==> src/rtl/blocked_bloom_filter_macros.svh <==
// ----------------------------------------------------------------------------
// Blocked Bloom filter assertion macros
// Concurrent assertion wrappers; they expand to nothing for synthesis.
// ----------------------------------------------------------------------------
`ifndef BLOCKED_BLOOM_FILTER_MACROS_SVH
`define BLOCKED_BLOOM_FILTER_MACROS_SVH

`ifndef SYNTHESIS
// same-cycle implication, checked on clk, off while rst_n is low
`define BBF_ASSERT_NOW(label, ante, cons) \
    label: assert property (@(posedge clk) disable iff (!rst_n) (ante) |-> (cons)) \
        else $error("bbf assertion failed");
// next-cycle implication
`define BBF_ASSERT_NEXT(label, ante, cons) \
    label: assert property (@(posedge clk) disable iff (!rst_n) (ante) |=> (cons)) \
        else $error("bbf assertion failed");
`else
`define BBF_ASSERT_NOW(label, ante, cons)
`define BBF_ASSERT_NEXT(label, ante, cons)
`endif

`endif

==> src/rtl/bbf_pkg.sv <==
// ----------------------------------------------------------------------------
// Blocked Bloom filter package
// Sizes, command and job codes, hash constants and helper functions.
// ----------------------------------------------------------------------------
package bbf_pkg;

    localparam int MAX_BLOCKS      = 64;
    localparam int BLOCK_BITS      = 1024;
    localparam int HASH_COUNT      = 3;
    localparam int WORD_W          = 64;
    localparam int WORDS_PER_BLOCK = BLOCK_BITS / WORD_W;
    localparam int TOTAL_WORDS     = MAX_BLOCKS * WORDS_PER_BLOCK;
    localparam int ADDR_W          = $clog2(TOTAL_WORDS);
    localparam int BLK_W           = $clog2(MAX_BLOCKS);
    localparam int POS_W           = $clog2(BLOCK_BITS);
    localparam int BIT_W           = $clog2(WORD_W);
    localparam int CNT_W           = 7;
    localparam int HIDX_W          = $clog2(HASH_COUNT + 1);
    localparam int KEY_W           = 64;
    localparam int DIV_STEP        = 4;
    localparam int DIV_CYCLES      = KEY_W / DIV_STEP;
    localparam int DIV_CNT_W       = $clog2(DIV_CYCLES);

    typedef logic [1:0] cmd_t;
    localparam cmd_t CMD_INSERT = 2'd0;
    localparam cmd_t CMD_QUERY  = 2'd1;
    localparam cmd_t CMD_CLEAR  = 2'd2;

    localparam logic REG_HASH_SEED   = 1'b0;
    localparam logic REG_BLOCK_COUNT = 1'b1;

    typedef logic [2:0] kind_t;
    localparam kind_t K_INSERT = 3'd0;
    localparam kind_t K_QUERY  = 3'd1;
    localparam kind_t K_CLEAR  = 3'd2;
    localparam kind_t K_DONE   = 3'd3;
    localparam kind_t K_REJECT = 3'd4;

    typedef struct packed {
        kind_t                               kind;
        logic [BLK_W-1:0]                    blk;
        logic [HASH_COUNT-1:0][POS_W-1:0]    pos;
    } bbf_job_t;

    localparam logic [63:0] PR1 = 64'h9E3779B185EBCA87;
    localparam logic [63:0] PR2 = 64'hC2B2AE3D27D4EB4F;
    localparam logic [63:0] PR3 = 64'h165667B19E3779F9;
    localparam logic [63:0] PR4 = 64'h85EBCA77C2B2AE63;
    localparam logic [63:0] PR5 = 64'h27D4EB2F165667C5;
    localparam logic [63:0] XXH_BIAS = PR5 + 64'd8;

    function automatic logic [63:0] rotl64(input logic [63:0] x, input int r);
        return (x << r) | (x >> (64 - r));
    endfunction

    // seed offset of hash j: block hash uses the seed, bit hash i uses seed + i + 2
    function automatic logic [63:0] seed_offset(input logic [HIDX_W-1:0] j);
        logic [63:0] off;
        off = (j == '0) ? 64'd0 : (64'(j) + 64'd1);
        return off;
    endfunction

    // first multiplier operand of a hash round, from seed sum and shared lane term
    function automatic logic [63:0] hash_lane0(input logic [63:0] seed_sum,
                                               input logic [63:0] k);
        return rotl64(seed_sum ^ k, 27);
    endfunction

endpackage

==> src/rtl/bbf_front.sv <==
// ----------------------------------------------------------------------------
// Blocked Bloom filter front end
// Classifies commands, runs the four XXH64 hashes on one shared 32x32
// multiplier and reduces the block hash modulo the block count.
// ----------------------------------------------------------------------------
module bbf_front
    import bbf_pkg::*;
(
    input  logic             clk,
    input  logic             rst_n,
    input  logic             accept,
    input  cmd_t             cmd,
    input  logic [KEY_W-1:0] key,
    input  logic [63:0]      hash_seed,
    input  logic [CNT_W-1:0] block_count,
    input  logic             q_full,
    output logic             front_busy,
    output logic             push,
    output bbf_job_t         push_job
);

    localparam logic [1:0] FS_IDLE = 2'd0;
    localparam logic [1:0] FS_MUL  = 2'd1;
    localparam logic [1:0] FS_DIV  = 2'd2;
    localparam logic [1:0] FS_PUSH = 2'd3;

    logic [1:0]          state_reg, state_next;
    logic [1:0]          phase_reg, phase_next;
    logic [1:0]          sub_reg, sub_next;
    logic [HIDX_W-1:0]   hidx_reg, hidx_next;
    logic                kdone_reg, kdone_next;
    logic [63:0]         mul_a_reg, mul_a_next;
    logic [63:0]         mul_b_reg, mul_b_next;
    logic [63:0]         acc_reg, acc_next;
    logic [63:0]         k_reg, k_next;
    logic [63:0]         bhash_reg, bhash_next;
    logic [CNT_W-1:0]    nblk_reg, nblk_next;
    logic [CNT_W-1:0]    rem_reg, rem_next;
    logic [DIV_CNT_W-1:0] dcnt_reg, dcnt_next;
    bbf_job_t            job_reg, job_next;

    logic [31:0]         mx, my;
    logic [63:0]         product;
    logic [63:0]         t, hv;
    logic [CNT_W-1:0]    nblk_in, r;
    logic [63:0]         q;
    logic [HIDX_W-1:0]   hnext;

    assign mx      = (phase_reg == 2'd1) ? mul_a_reg[63:32] : mul_a_reg[31:0];
    assign my      = (phase_reg == 2'd2) ? mul_b_reg[63:32] : mul_b_reg[31:0];
    assign product = 64'(mx) * 64'(my);
    assign nblk_in = (block_count > CNT_W'(MAX_BLOCKS)) ? CNT_W'(MAX_BLOCKS) : block_count;
    assign hnext   = hidx_reg + HIDX_W'(1);

    assign front_busy = (state_reg != FS_IDLE);
    assign push       = (state_reg == FS_PUSH) && !q_full;
    assign push_job   = job_reg;

    always_comb
    begin
        state_next = state_reg;
        phase_next = phase_reg;
        sub_next   = sub_reg;
        hidx_next  = hidx_reg;
        kdone_next = kdone_reg;
        mul_a_next = mul_a_reg;
        mul_b_next = mul_b_reg;
        acc_next   = acc_reg;
        k_next     = k_reg;
        bhash_next = bhash_reg;
        nblk_next  = nblk_reg;
        rem_next   = rem_reg;
        dcnt_next  = dcnt_reg;
        job_next   = job_reg;
        t          = acc_reg + PR4;
        hv         = acc_reg ^ (acc_reg >> 32);
        r          = rem_reg;
        q          = bhash_reg;

        case (state_reg)
            FS_IDLE:
            begin
                if (accept)
                begin
                    nblk_next  = nblk_in;
                    mul_a_next = key;
                    mul_b_next = PR2;
                    phase_next = 2'd0;
                    sub_next   = 2'd0;
                    hidx_next  = '0;
                    kdone_next = 1'b0;
                    state_next = FS_PUSH;
                    if (cmd == CMD_CLEAR)
                    begin
                        job_next.kind = K_CLEAR;
                    end
                    else if (cmd == CMD_INSERT || cmd == CMD_QUERY)
                    begin
                        if (nblk_in == '0)
                        begin
                            job_next.kind = (cmd == CMD_INSERT) ? K_REJECT : K_DONE;
                        end
                        else
                        begin
                            job_next.kind = (cmd == CMD_INSERT) ? K_INSERT : K_QUERY;
                            state_next    = FS_MUL;
                        end
                    end
                    else
                    begin
                        job_next.kind = K_DONE;
                    end
                end
            end

            FS_MUL:
            begin
                phase_next = phase_reg + 2'd1;
                case (phase_reg)
                    2'd0:    acc_next = product;
                    2'd1,
                    2'd2:    acc_next = acc_reg + {product[31:0], 32'd0};
                    default:
                    begin
                        if (!kdone_reg)
                        begin
                            if (sub_reg == 2'd0)
                            begin
                                mul_a_next = rotl64(acc_reg, 31);
                                mul_b_next = PR1;
                                sub_next   = 2'd1;
                            end
                            else
                            begin
                                k_next     = acc_reg;
                                mul_a_next = hash_lane0(hash_seed + XXH_BIAS, acc_reg);
                                mul_b_next = PR1;
                                kdone_next = 1'b1;
                                sub_next   = 2'd0;
                            end
                        end
                        else
                        begin
                            case (sub_reg)
                                2'd0:
                                begin
                                    mul_a_next = t ^ (t >> 33);
                                    mul_b_next = PR2;
                                    sub_next   = 2'd1;
                                end
                                2'd1:
                                begin
                                    mul_a_next = acc_reg ^ (acc_reg >> 29);
                                    mul_b_next = PR3;
                                    sub_next   = 2'd2;
                                end
                                default:
                                begin
                                    // round finished: keep the hash, start the next seed
                                    if (hidx_reg == '0)
                                    begin
                                        bhash_next = hv;
                                    end
                                    else
                                    begin
                                        job_next.pos[hidx_reg - HIDX_W'(1)] = hv[POS_W-1:0];
                                    end
                                    sub_next   = 2'd0;
                                    hidx_next  = hnext;
                                    mul_a_next = hash_lane0(hash_seed + XXH_BIAS
                                                            + seed_offset(hnext), k_reg);
                                    mul_b_next = PR1;
                                    if (hidx_reg == HIDX_W'(HASH_COUNT))
                                    begin
                                        rem_next   = '0;
                                        dcnt_next  = '0;
                                        state_next = FS_DIV;
                                    end
                                end
                            endcase
                        end
                    end
                endcase
            end

            FS_DIV:
            begin
                // restoring remainder, DIV_STEP dividend bits per cycle
                for (int i = 0; i < DIV_STEP; i++)
                begin
                    r = {r[CNT_W-2:0], q[63]};
                    q = {q[62:0], 1'b0};
                    if (r >= nblk_reg)
                    begin
                        r = r - nblk_reg;
                    end
                end
                rem_next   = r;
                bhash_next = q;
                dcnt_next  = dcnt_reg + DIV_CNT_W'(1);
                if (dcnt_reg == DIV_CNT_W'(DIV_CYCLES - 1))
                begin
                    job_next.blk = r[BLK_W-1:0];
                    state_next   = FS_PUSH;
                end
            end

            default:
            begin
                if (!q_full)
                begin
                    state_next = FS_IDLE;
                end
            end
        endcase
    end

    always_ff @(posedge clk or negedge rst_n)
    begin
        if (!rst_n)
        begin
            state_reg <= FS_IDLE;
        end
        else
        begin
            state_reg <= state_next;
        end
    end

    always_ff @(posedge clk)
    begin
        phase_reg <= phase_next;
        sub_reg   <= sub_next;
        hidx_reg  <= hidx_next;
        kdone_reg <= kdone_next;
        mul_a_reg <= mul_a_next;
        mul_b_reg <= mul_b_next;
        acc_reg   <= acc_next;
        k_reg     <= k_next;
        bhash_reg <= bhash_next;
        nblk_reg  <= nblk_next;
        rem_reg   <= rem_next;
        dcnt_reg  <= dcnt_next;
        job_reg   <= job_next;
    end

endmodule

==> config.mk <==
export PLATFORM = sky130hd
export DESIGN_NAME = bbf_front
export DESIGN_NICKNAME = d
export VERILOG_FILES = /design/src/rtl/blocked_bloom_filter_macros.svh /design/src/rtl/bbf_pkg.sv /design/src/rtl/bbf_front.sv
export SDC_FILE = /design/constraint.sdc
export NUM_CORES = 2
export LEC_CHECK = 0
export CORE_MARGIN = 3
export CORE_UTILIZATION = 65
export CTS_BUF_LIST = sky130_fd_sc_hd__clkbuf_16
export CTS_CLUSTER_SIZE = 8
export DETAILED_ROUTE_END_ITERATION = 8
export DONT_BUFFER_PORTS = 1
export PLACE_DENSITY = 0.81
export SLEW_MARGIN = 40
export SYNTH_ARGS = -nofsm -noshare
export SYNTH_HDL_FRONTEND = slang
export SYNTH_SLANG_ARGS = --single-unit
==> constraint.sdc <==
create_clock -name clk -period 11.1 [get_ports clk]
set_clock_uncertainty 0.05 [all_clocks]
set_input_delay 2.775 -clock clk [delete_from_list [all_inputs] [get_ports clk]]
set_output_delay 2.775 -clock clk [all_outputs]
set_load 0.01 [all_outputs]
==> flow_summary.json <==
{
  "tritoncts": "built",
  "endpoint_kind": "flop",
  "clockBufferDepth": 3,
  "violations": "design-rule violations",
  "setup.worst_path.start": "phase_reg[1]",
  "via_per_inst": 6.565,
  "ys_async_sr_fraction": 0.006135,
  "clkSinkCount": 326,
  "synth_edf_count": 324,
  "fin_util": 0.6944,
  "maxCapViolations": 0,
  "synth_top_area_frac": 0.3225,
  "rrSetupSlack_ns": 0.18,
  "synth.net_count": 7397,
  "syn_to_final_growth_pct": 5.080,
  "period_needed_ns": 10.92,
  "slew_viol_final": 0,
  "cts_root_buffer": "clkbuf_16",
  "coreArea_um2": 84350,
  "place_hpwl_um": 174700,
  "critPathCapture": "acc_reg[63]",
  "die_area_um2": 89310,
  "grt_pass1_vias": 45814,
  "cp_slowest_cell": "fa_1",
  "path_depth": 30,
  "arrival_ns": 11.18,
  "ctsHtreeMaxLevel": 2,
  "drt-pass1-iter-count": 9,
  "yosys-top-cells-area": "fa_1 (32%), edfxtp_1 (17%), ha_1 (7.9%)",
  "rsz0062_at_grt": "false",
  "place_area_um2": 57170,
  "ys.flop_type": "edfxtp_1",
  "wirelength_um": 212000,
  "gp_congestion": 1.081,
  "cpPeakStageDelay_ns": 0.60,
  "worstSkewPairLatency_ns": 0.59,
  "overflow": 0,
  "placementRows": 106,
  "placed_cells": 6969,
  "dieWidth_um": 298.8,
  "seq_area_frac_synth": 0.1754,
  "portBuffers": 0,
  "min_path_cells": 2,
  "vias": 46221,
  "wl_per_cell_um": 30.12,
  "io_pins": 182,
  "fin_crit_sh": 0.9839,
  "r2r_start": "phase_reg[1]",
  "path_buf_inv": 7,
  "timing.fmax_mhz": 91.56,
  "antenna_found_initial": 9,
  "clk_pin_slew_ns": 0.06,
  "synth-seq-cells": 326,
  "cts_buffers": 46,
  "grt_first_pass_wirelength_um": 307400,
  "drc_errors": 2,
  "finalSetupViolCount": 0,
  "ys_warn_count": 0,
  "cp_max_fo": 22,
  "dieHeight_um": 298.8,
  "initial_core_util": 0.6608,
  "synth_top_area_cell": "fa_1",
  "r2r-end": "acc_reg[63]",
  "critPathLaunchType": "flop",
  "nNetsFinal": 7277,
  "final_area_um2": 58570,
  "hold_class": "flop to flop",
  "hold_viol": 0,
  "cp_common_cell": "fa_1",
  "final_cell_mix": "inv_1 (1114), fa_1 (898), nand2_1 (568)",
  "worstRegToRegCells": 30,
  "synthDistinctLibCells": 107,
  "stdcell_count": 7041,
  "tightest_slew_ns": 0.9817,
  "cts_hold_buf": 0,
  "drive_gt1_frac": 0.06049,
  "grt_max_degree": 91,
  "critPathTopFamily": "adder cells",
  "final_common_cell": "inv_1",
  "slew_headroom": 0.3405,
  "syn_inst": 6008,
  "status": "finished with violations",
  "syn_area_per_cell_um2": 9.278,
  "drt-initial-drc-count": 6827,
  "postRouteAntennaNets": 0,
  "netlist_area_um2": 55740,
  "crit_type": "flop to flop",
  "fin_tns_setup_ns": 0,
  "critPathRequiredTime_ns": 11.35,
  "grt_use_total": 0.4750
}
-- worst min-delay path by stage --
stage / startpoint / to / slack, ns
finish: bhash_reg[17] / bhash_reg[21] / 0.48
detailed placement: bhash_reg[19] / bhash_reg[23] / 0.47
floorplan: acc_reg[10] / k_reg[10] / 0.37
global route: bhash_reg[15] / bhash_reg[19] / 0.48
global placement: bhash_reg[24] / bhash_reg[28] / 0.46
CTS: bhash_reg[15] / bhash_reg[19] / 0.47
-- cell usage after synthesis, types with 28 or more instances --
cell	instances
nand2b_1	36
clkbuf_1	267
and3_1	28
nor2b_1	39
mux2_2	72
xor2_1	177
a21o_1	88
nand2_1	571
nand3_1	55
a21oi_1	254
nor2_1	452
xnor2_1	298
nand4_1	33
edfxtp_1	324
and2_1	79
nor3_1	67
o21ai_0	263
a221oi_1	30
fa_1	898
a211oi_1	52
ha_1	350
inv_1	1102
a31oi_1	35
-- worst register-to-register path, delay by kind of cell (launching register included) --
family / cells / cell delay [ns]
fa+ha+maj: 10 / 5.03
simple gates: 4 / 0.78
buf+inv: 7 / 1.31
flops: 1 / 0.42
mux: 1 / 0.51
compound gates: 8 / 2.53
-- per-layer routing --
metal | vias up | part of all wire | track usage | wire length, um
li1 | 19056 | - | - | -
met1 | 22510 | 0.36 | 0.6439 | 76680
met2 | 3858 | 0.41 | 0.6635 | 86690
met3 | 789 | 0.16 | 0.1713 | 32940
met4 | 8 | 0.074 | 0.2642 | 15690
met5 | - | 0.00023 | 0 | 48
-- timing repair --
action                                 in CTS  in global routing
resized for setup                           0                 11
buffers inserted                            0                  3
endpoints found under the hold margin       0                  0
setup endpoints to repair                   0                  8
-- logic make-up after synthesis --
group,synth area share
XOR/XNOR,0.07576
flip-flops,0.1754
adder cells (fa/ha/maj),0.4011
AND/OR/NAND/NOR,0.1222
AO/OA/AOI/OAI,0.1115
buffers and inverters,0.09551
multiplexers,0.01850
-- final cells by class --
cell class | count | area (um^2)
Multi-Input combinational cell | 4271 | 40850
Fill cell | 6765 | 25780
Tap cell | 1134 | 1419
Clock inverter | 16 | 107.6
Clock buffer | 46 | 1151
Antenna cell | 5 | 12.51
Inverter | 1112 | 4178
Sequential cell | 326 | 9779
Timing Repair Buffer | 131 | 1072
-- per-stage QoR --
stage,setup slack (ns),hold slack (ns)
2_1_floorplan,1.551,0.3706
3_5_place_dp,0.2306,0.4650
4_1_cts,0.1583,0.4731
5_1_grt,0.02558,0.4805
3_3_place_gp,0.2355,0.4557
6_report,0.1784,0.4769
Power is not shown: default switching activity piles up to over one toggle a cycle in this logic, so the estimate is an artifact.
