**src/rtl/blocked_bloom_filter_macros.svh**
```systemverilog
// ----------------------------------------------------------------------------
// Blocked Bloom filter assertion macros
// Concurrent assertion wrappers; they expand to nothing for synthesis.
// ----------------------------------------------------------------------------
`ifndef BLOCKED_BLOOM_FILTER_MACROS_SVH
`define BLOCKED_BLOOM_FILTER_MACROS_SVH

`ifndef SYNTHESIS
// same-cycle implication, checked on clk, off while rst_n is low
`define BBF_ASSERT_NOW(label, ante, cons) \
    label: assert property (@(posedge clk) disable iff (!rst_n) (ante) |-> (cons)) \
        else $error("bbf assertion failed");
// next-cycle implication
`define BBF_ASSERT_NEXT(label, ante, cons) \
    label: assert property (@(posedge clk) disable iff (!rst_n) (ante) |=> (cons)) \
        else $error("bbf assertion failed");
`else
`define BBF_ASSERT_NOW(label, ante, cons)
`define BBF_ASSERT_NEXT(label, ante, cons)
`endif

`endif

```
**src/rtl/bbf_pkg.sv**
```systemverilog
// ----------------------------------------------------------------------------
// Blocked Bloom filter package
// Sizes, command and job codes, hash constants and helper functions.
// ----------------------------------------------------------------------------
package bbf_pkg;

    localparam int MAX_BLOCKS      = 64;
    localparam int BLOCK_BITS      = 1024;
    localparam int HASH_COUNT      = 3;
    localparam int WORD_W          = 64;
    localparam int WORDS_PER_BLOCK = BLOCK_BITS / WORD_W;
    localparam int TOTAL_WORDS     = MAX_BLOCKS * WORDS_PER_BLOCK;
    localparam int ADDR_W          = $clog2(TOTAL_WORDS);
    localparam int BLK_W           = $clog2(MAX_BLOCKS);
    localparam int POS_W           = $clog2(BLOCK_BITS);
    localparam int BIT_W           = $clog2(WORD_W);
    localparam int CNT_W           = 7;
    localparam int HIDX_W          = $clog2(HASH_COUNT + 1);
    localparam int KEY_W           = 64;
    localparam int DIV_STEP        = 4;
    localparam int DIV_CYCLES      = KEY_W / DIV_STEP;
    localparam int DIV_CNT_W       = $clog2(DIV_CYCLES);

    typedef logic [1:0] cmd_t;
    localparam cmd_t CMD_INSERT = 2'd0;
    localparam cmd_t CMD_QUERY  = 2'd1;
    localparam cmd_t CMD_CLEAR  = 2'd2;

    localparam logic REG_HASH_SEED   = 1'b0;
    localparam logic REG_BLOCK_COUNT = 1'b1;

    typedef logic [2:0] kind_t;
    localparam kind_t K_INSERT = 3'd0;
    localparam kind_t K_QUERY  = 3'd1;
    localparam kind_t K_CLEAR  = 3'd2;
    localparam kind_t K_DONE   = 3'd3;
    localparam kind_t K_REJECT = 3'd4;

    typedef struct packed {
        kind_t                               kind;
        logic [BLK_W-1:0]                    blk;
        logic [HASH_COUNT-1:0][POS_W-1:0]    pos;
    } bbf_job_t;

    localparam logic [63:0] PR1 = 64'h9E3779B185EBCA87;
    localparam logic [63:0] PR2 = 64'hC2B2AE3D27D4EB4F;
    localparam logic [63:0] PR3 = 64'h165667B19E3779F9;
    localparam logic [63:0] PR4 = 64'h85EBCA77C2B2AE63;
    localparam logic [63:0] PR5 = 64'h27D4EB2F165667C5;
    localparam logic [63:0] XXH_BIAS = PR5 + 64'd8;

    function automatic logic [63:0] rotl64(input logic [63:0] x, input int r);
        return (x << r) | (x >> (64 - r));
    endfunction

    // seed offset of hash j: block hash uses the seed, bit hash i uses seed + i + 2
    function automatic logic [63:0] seed_offset(input logic [HIDX_W-1:0] j);
        logic [63:0] off;
        off = (j == '0) ? 64'd0 : (64'(j) + 64'd1);
        return off;
    endfunction

    // first multiplier operand of a hash round, from seed sum and shared lane term
    function automatic logic [63:0] hash_lane0(input logic [63:0] seed_sum,
                                               input logic [63:0] k);
        return rotl64(seed_sum ^ k, 27);
    endfunction

endpackage

```
**src/rtl/bbf_queue.sv**
```systemverilog
// ----------------------------------------------------------------------------
// Blocked Bloom filter job queue
// Two-entry FIFO between the hash front end and the memory back end.
// ----------------------------------------------------------------------------
module bbf_queue
    import bbf_pkg::*;
(
    input  logic     clk,
    input  logic     rst_n,
    input  logic     push,
    input  bbf_job_t push_job,
    input  logic     pop,
    output bbf_job_t head,
    output logic     full,
    output logic     empty
);

    bbf_job_t   slot_reg [2];
    logic       wr_ptr_reg, rd_ptr_reg;
    logic [1:0] count_reg;

    assign head  = slot_reg[rd_ptr_reg];
    assign full  = (count_reg == 2'd2);
    assign empty = (count_reg == 2'd0);

    always_ff @(posedge clk or negedge rst_n)
    begin
        if (!rst_n)
        begin
            wr_ptr_reg <= 1'b0;
            rd_ptr_reg <= 1'b0;
            count_reg  <= 2'd0;
        end
        else
        begin
            if (push)
            begin
                wr_ptr_reg <= ~wr_ptr_reg;
            end
            if (pop)
            begin
                rd_ptr_reg <= ~rd_ptr_reg;
            end
            if (push && !pop)
            begin
                count_reg <= count_reg + 2'd1;
            end
            else if (pop && !push)
            begin
                count_reg <= count_reg - 2'd1;
            end
        end
    end

    always_ff @(posedge clk)
    begin
        if (push)
        begin
            slot_reg[wr_ptr_reg] <= push_job;
        end
    end

endmodule

```
**config.mk**
```make
export PLATFORM = sky130hd
export DESIGN_NAME = bbf_queue
export DESIGN_NICKNAME = d
export VERILOG_FILES = /design/src/rtl/blocked_bloom_filter_macros.svh /design/src/rtl/bbf_pkg.sv /design/src/rtl/bbf_queue.sv
export SDC_FILE = /design/constraint.sdc
export NUM_CORES = 1
export LEC_CHECK = 0
export ABC_AREA = 1
export BUFFER_PORTS_ARGS = -buffer_cell sky130_fd_sc_hd__buf_2
export CELL_PAD_IN_SITES_DETAIL_PLACEMENT = 0
export CELL_PAD_IN_SITES_GLOBAL_PLACEMENT = 1
export CORE_ASPECT_RATIO = 0.8
export CORE_MARGIN = 4
export CORE_UTILIZATION = 30
export CTS_BUF_LIST = sky130_fd_sc_hd__clkbuf_4 sky130_fd_sc_hd__clkbuf_8
export CTS_CLUSTER_SIZE = 8
export DETAILED_ROUTE_END_ITERATION = 6
export PLACE_DENSITY = 0.69
export SETUP_SLACK_MARGIN = 0.05
export SYNTH_ARGS = -nofsm -noshare
export SYNTH_HDL_FRONTEND = slang
export SYNTH_SLANG_ARGS = --single-unit
```
**constraint.sdc**
```tcl
create_clock -name clk -period 2.3 [get_ports clk]
set_input_delay 0.23 -clock clk [delete_from_list [all_inputs] [get_ports clk]]
set_output_delay 0.23 -clock clk [all_outputs]
set_load 0.03 [all_outputs]
```
==> impl_metrics.csv, run 1 <==
group,metric,value,unit
outcome,outcome,"completed",
yosys,synth_most_common_cell,"edfxtp_1",
timing,fmax,0.526,GHz
layout,diodes,0,
clock_network,clk_pin_slew,0.08,ns
clock_network,clk_latency,0.35,ns
layout,post-route-util,39.5,%
drt,drt_iter0_markers,33,
setup_path,critPathMaxStageDelay,0.51,ns
setup_path,cp-end-kind,"output port",
timing,finalCriticalPeriod,1.90,ns
yosys,synth_top_area_share,77.2,%
clock_network,h-tree-depth,3,
place,dp.final_hpwl,3630,um
timing,finalWorstSetupSlack,0.400,ns
power_and_ir_drop,p_per_area,1290,mW/mm2
setup_path,path_cells,"buf_12 -> mux2_2 -> buf_2",
yosys,synth_edf_count,78,
die,die_y,97.9,um
clock_network,cts.sinks,82,
clock_network,cts_tree,"done",
yosys,ys_seq_elements,82,
setup_path,critPathRequiredTime,2.07,ns
clock_network,cts_root_buffer,"clkbuf_8",
global_routing,grt_pass1_vias,1716,
yosys,synth_cells,146,
run,maxCapViolCount,0,
layout,largest_reg_flops,78,
yosys,synth_nets,190,
layout,synthToLayoutAreaGrowth,27.3,%
yosys,synthFlopType,"edfxtp_1",
layout,final_cells,383,
drt,via_count,1572,
timing,hold_slack,0.0630,ns
yosys,avgSynthCellArea,20.8,um2
setup_path,cpMaxStageDelayCell,"dfrtp_2",
timing,max_slew.worst_pin.slew,0.380,ns
setup_path,start_kind,"flip-flop",
global_routing,grt_pass1_wl,8710,um
power_and_ir_drop,leakagePower,1.47,nW
yosys,post-synth-top-area-cell,"edfxtp_1",
timing,finalHoldViolations,0,
die,dieArea,0.0118,mm2
yosys,ys.warnings.count,0,
drt,drtPass1Iterations,4,
clock_network,numCtsBuffers,9,
global_routing,grt-ovfl-total,0,
layout,post-route-cell-area,0.00386,mm2
yosys,netlist_top_cells_count,"edfxtp_1 (78), mux2_2 (39), inv_1 (7)",
layout,fin_nets,286,
timing,finalCritPeriodShare,82.6,%
timing,relSlewSlack,74.7,%
yosys,synth.cell_area,0.00303,mm2
power_and_ir_drop,peakVddDrop,0.529,mV
global_routing,grt_usage,9.99,%
setup_path,cp.arrival,1.67,ns
setup_path,worstPathMaxFanout,32,
timing,fin_tns_setup,0,ns
clock_network,clk_path_buf_depth,2,
drt,avgViaCountPerCell,4.10,
timing,finalClockSkew,0.00477,ns
die,core,0.00977,mm2
setup_path,crit_buf_inv,2,
place,place.gp.congestion,0.699,
global_routing,grt_max_degree,33,
layout,drive_gt1_share,58.7,%
die,ioPinCount,84,
yosys,ys_seq_area_share,80.5,%
yosys,synthTopCellsByArea,"edfxtp_1 (77%), mux2_2 (14%), dfrtp_1 (3.3%)",
die,initial_utilization,31.0,%
yosys,async_flop_share,4.88,%
clock_network,cts_resized,0,
hold_path,hold_class,"input port to flip-flop",
layout,num-fill-cells,938,
drt,wl,5450,um
place,numPortBuffers,83,
drt,wire_per_inst,14.2,um
global_routing,antenna_found_initial,1,
power_and_ir_drop,power,4.98,mW
timing,setup_viol,0,
place,dp.cells,366,
timing,rsz0062_at_grt,"false",
place,postPlaceCellArea,0.00363,mm2
timing,slew_violations,0,
yosys,yosysUniqueCellTypes,12,
drt,drc,0,
place,place_ws,0.756,ns
setup_path,criticalPathCategory,"flip-flop to output port",
drt,ant_nets,0,
die,rows,32,
die,die_w,120,um
setup_path,cpLargestDelayFamily,"flip-flops",
-- cell usage in the layout (no fill, tap or decap) --
| cell | count |
|---|---|
| dlygate4sd3_1 | 1 |
| dfrtp_1 | 3 |
| nor2_4 | 1 |
| nand3_1 | 1 |
| buf_2 | 83 |
| bufinv_16 | 2 |
| buf_12 | 1 |
| mux2_2 | 39 |
| nand2_1 | 5 |
| clkbuf_8 | 9 |
| clkinv_1 | 1 |
| clkinvlp_4 | 2 |
| dfrtp_2 | 1 |
| inv_1 | 6 |
| nor2_1 | 2 |
| edfxtp_1 | 78 |
| clkinv_4 | 1 |
| clkinv_2 | 2 |
| ha_1 | 1 |
| xnor2_1 | 1 |
| nand4_1 | 1 |
| xor2_1 | 2 |
| buf_4 | 4 |
-- per-layer routing --
layer / track usage [%] / routed length [um]
met3: 5.50 / 468
met1: 11.6 / 2280
met4: 3.92 / 82
met2: 15.5 / 2620
met5: 0 / 7
-- power breakdown --
part	switching [mW]	internal, mW	total [mW]
sequential	0.118	1.98	2.10
clock	0.495	0.608	1.10
combinational	1.14	0.631	1.77
total	1.75	3.22	4.98
-- final timing paths --
path / to / cells past startpoint / slack (ns) / from
setup / recovery: head[36] / 3 / 0.40 / rd_ptr_reg
hold / removal: slot_reg[1][34] / 1 / 0.06 / push_job[34]
setup reg to reg: slot_reg[1][32] / 3 / 1.05 / wr_ptr_reg
hold reg to reg: count_reg[1] / 2 / 0.52 / count_reg[1]
max in group asynchronous: rd_ptr_reg / 2 / 1.95 / rst_n
min in group asynchronous: rd_ptr_reg / 2 / 0.21 / rst_n
-- final cells by class --
type,instances,area (um2),share of cell area (%)
inverter,7,26.3,0.681
clock inverter,7,93.8,2.43
tap,136,170,4.41
timing repair buffer,89,475,12.3
clock buffer,9,124,3.21
multi-input combinational,53,527,13.6
sequential,82,2440,63.3
-- cells by family (layout without fill, tap and decap cells) --
logic type / after synthesis / count (layout) / share of synthesized area (%)
and+or+nand+nor: 10 / 10 / 1.36
adders and majority gates: 1 / 1 / 0.412
muxes: 39 / 39 / 14.5
buffers and inverters: 11 / 112 / 2.35
DFF: 82 / 82 / 80.5
xor gates and xnor gates: 3 / 3 / 0.866
-- repair_timing --
item / in CTS / in global routing
hold buffers: 1 / 0
buffers inserted: 0 / 0
endpoints found under the hold margin: 4 / 0
(Power assumes the default switching activity.)
==> inputs of run 2 (changes only) <==
--- a/config.mk
+++ b/config.mk
@@ -15,7 +15,7 @@
 export CTS_BUF_LIST = sky130_fd_sc_hd__clkbuf_4 sky130_fd_sc_hd__clkbuf_8
 export CTS_CLUSTER_SIZE = 8
 export DETAILED_ROUTE_END_ITERATION = 6
-export PLACE_DENSITY = 0.69
+export PLACE_DENSITY = 0.67
 export SETUP_SLACK_MARGIN = 0.05
 export SYNTH_ARGS = -nofsm -noshare
 export SYNTH_HDL_FRONTEND = slang
==> constraint.sdc (replaced) <==
create_clock -name clk -period 1.9 [get_ports clk]
set_input_delay 0.19 -clock clk [delete_from_list [all_inputs] [get_ports clk]]
set_output_delay 0.19 -clock clk [all_outputs]
set_load 0.03 [all_outputs]
==> run 2 against run 1 <==
  * Power is 18% higher
  * Via count is 2.2% lower
  * First-iteration DRC count is 88% higher
==> impl_metrics.csv, run 2 (same netlist as run 1, synthesis figures left out) <==
group,metric,value,unit
power_and_ir_drop,power,5.88,mW
outcome,outcome,"completed",
place,place.gp.congestion,0.689,
timing,finalCritPeriodShare,90.8,%
timing,fmax,0.579,GHz
power_and_ir_drop,p_per_area,1530,mW/mm2
setup_path,critPathMaxStageDelay,0.38,ns
layout,synthToLayoutAreaGrowth,26.7,%
clock_network,h-tree-depth,3,
die,rows,32,
drt,drc,0,
hold_path,hold_class,"input port to flip-flop",
setup_path,crit_buf_inv,2,
place,dp.final_hpwl,3340,um
drt,avgViaCountPerCell,4.04,
setup_path,cpMaxStageDelayCell,"mux2_2",
clock_network,cts.sinks,82,
setup_path,critPathRequiredTime,1.71,ns
place,numPortBuffers,83,
clock_network,clk_latency,0.34,ns
power_and_ir_drop,peakVddDrop,0.527,mV
layout,fin_nets,284,
layout,diodes,0,
setup_path,worstPathMaxFanout,40,
drt,drtPass1Iterations,4,
clock_network,cts_root_buffer,"clkbuf_8",
timing,setup_viol,0,
clock_network,post_cts_buffers,0,
global_routing,antenna_found_initial,0,
clock_network,clk_path_buf_depth,2,
global_routing,grt_pass1_vias,1670,
timing,finalHoldViolations,0,
layout,num-fill-cells,964,
setup_path,cp.arrival,1.54,ns
layout,post-route-util,39.3,%
setup_path,cp-end-kind,"output port",
drt,via_count,1538,
clock_network,cts_tree,"done",
clock_network,numCtsBuffers,9,
layout,largest_reg_flops,78,
timing,finalCriticalPeriod,1.73,ns
timing,finalClockSkew,0.00349,ns
drt,wire_per_inst,13.8,um
die,ioPinCount,84,
die,die_w,120,um
timing,max_slew.worst_pin.slew,0.249,ns
die,die_y,97.9,um
global_routing,grt_usage,9.43,%
setup_path,criticalPathCategory,"flip-flop to output port",
place,postPlaceCellArea,0.00364,mm2
run,maxCapViolCount,0,
timing,slew_violations,0,
die,core,0.00977,mm2
setup_path,start_kind,"flip-flop",
die,initial_utilization,31.0,%
drt,wl,5250,um
clock_network,clk_pin_slew,0.07,ns
clock_network,cts_resized,0,
drt,ant_nets,0,
global_routing,grt_max_degree,41,
timing,fin_tns_setup,0,ns
timing,rsz0062_at_grt,"false",
layout,multi_input_area,527,um2
layout,final_common_cell,"buf_2",
timing,relSlewSlack,83.4,%
layout,drive_gt1_share,57.6,%
layout,ff_latch_area,0.00244,mm2
die,dieArea,0.0118,mm2
global_routing,grt-ovfl-total,0,
timing,hold_slack,0.0380,ns
drt,drt_iter0_markers,62,
global_routing,grt_pass1_wl,8410,um
setup_path,path_cells,"buf_12 -> mux2_2 -> buf_2",
layout,post-route-cell-area,0.00384,mm2
power_and_ir_drop,leakagePower,1.46,nW
layout,mostFrequentLayoutCells,"buf_2 (83), edfxtp_1 (78), mux2_2 (39)",
setup_path,cpLargestDelayFamily,"buffers and inverters",
==> run 2: worst reg2reg max path, cell delays in order (launching register included) <==
cell and delay [ns]:
dfrtp_1 0.43, nor2_4 0.14, buf_12 0.25
==> run 2: path summary, 6_finish.rpt <==
| kind | end | slack, ns | startpoint | cells past startpoint |
|---|---|---|---|---|
| min | slot_reg[0][20] | 0.04 | push_job[20] | 1 |
| max in group asynchronous | rd_ptr_reg | 1.58 | rst_n | 2 |
| min reg2reg | count_reg[1] | 0.51 | count_reg[1] | 2 |
| min in group asynchronous | count_reg[1] | 0.18 | rst_n | 2 |
| max reg2reg | slot_reg[0][17] | 0.76 | wr_ptr_reg | 2 |
| max | head[19] | 0.17 | rd_ptr_reg | 3 |
==> run 2: cell type report <==
class	count	share of cell area [%]
Clock buffer	12	3.81
Tap cell	136	4.43
Sequential cell	82	63.6
Inverter	7	0.684
Multi-Input combinational cell	53	13.7
Clock inverter	4	1.11
Timing Repair Buffer	87	12.6
==> run 2: metrics by stage <==
| stage | instances | setup slack, ns |
|---|---|---|
| after detailed placement | 364 | 0.528 |
| after CTS | 381 | 0.137 |
| after floorplan | 146 | 0.0514 |
| final | 381 | 0.174 |
| after global placement | 364 | 0.540 |
| after global routing | 381 | 0.0908 |
==> run 2: routing by layer <==
layer  up-vias  wire, um  track usage [%]
met3        10       416             5.04
met1       737      2170             11.0
met5         -         0                0
met2        50      2570             14.6
li1        741         -                -
met4         0        92             3.92
==> run 2: repair_timing <==
action / in CTS / in global routing
hold buffers: 1 / 0
hold endpoints to repair: 4 / 0
setup endpoints to repair: 0 / 0
==> run 2: power by group <==
| group | total [mW] | switching (mW) | internal (mW) |
|---|---|---|---|
| Clock | 1.19 | 0.545 | 0.641 |
| Sequential | 2.51 | 0.105 | 2.40 |
| Combinational | 2.18 | 1.40 | 0.782 |
| Total | 5.88 | 2.05 | 3.83 |
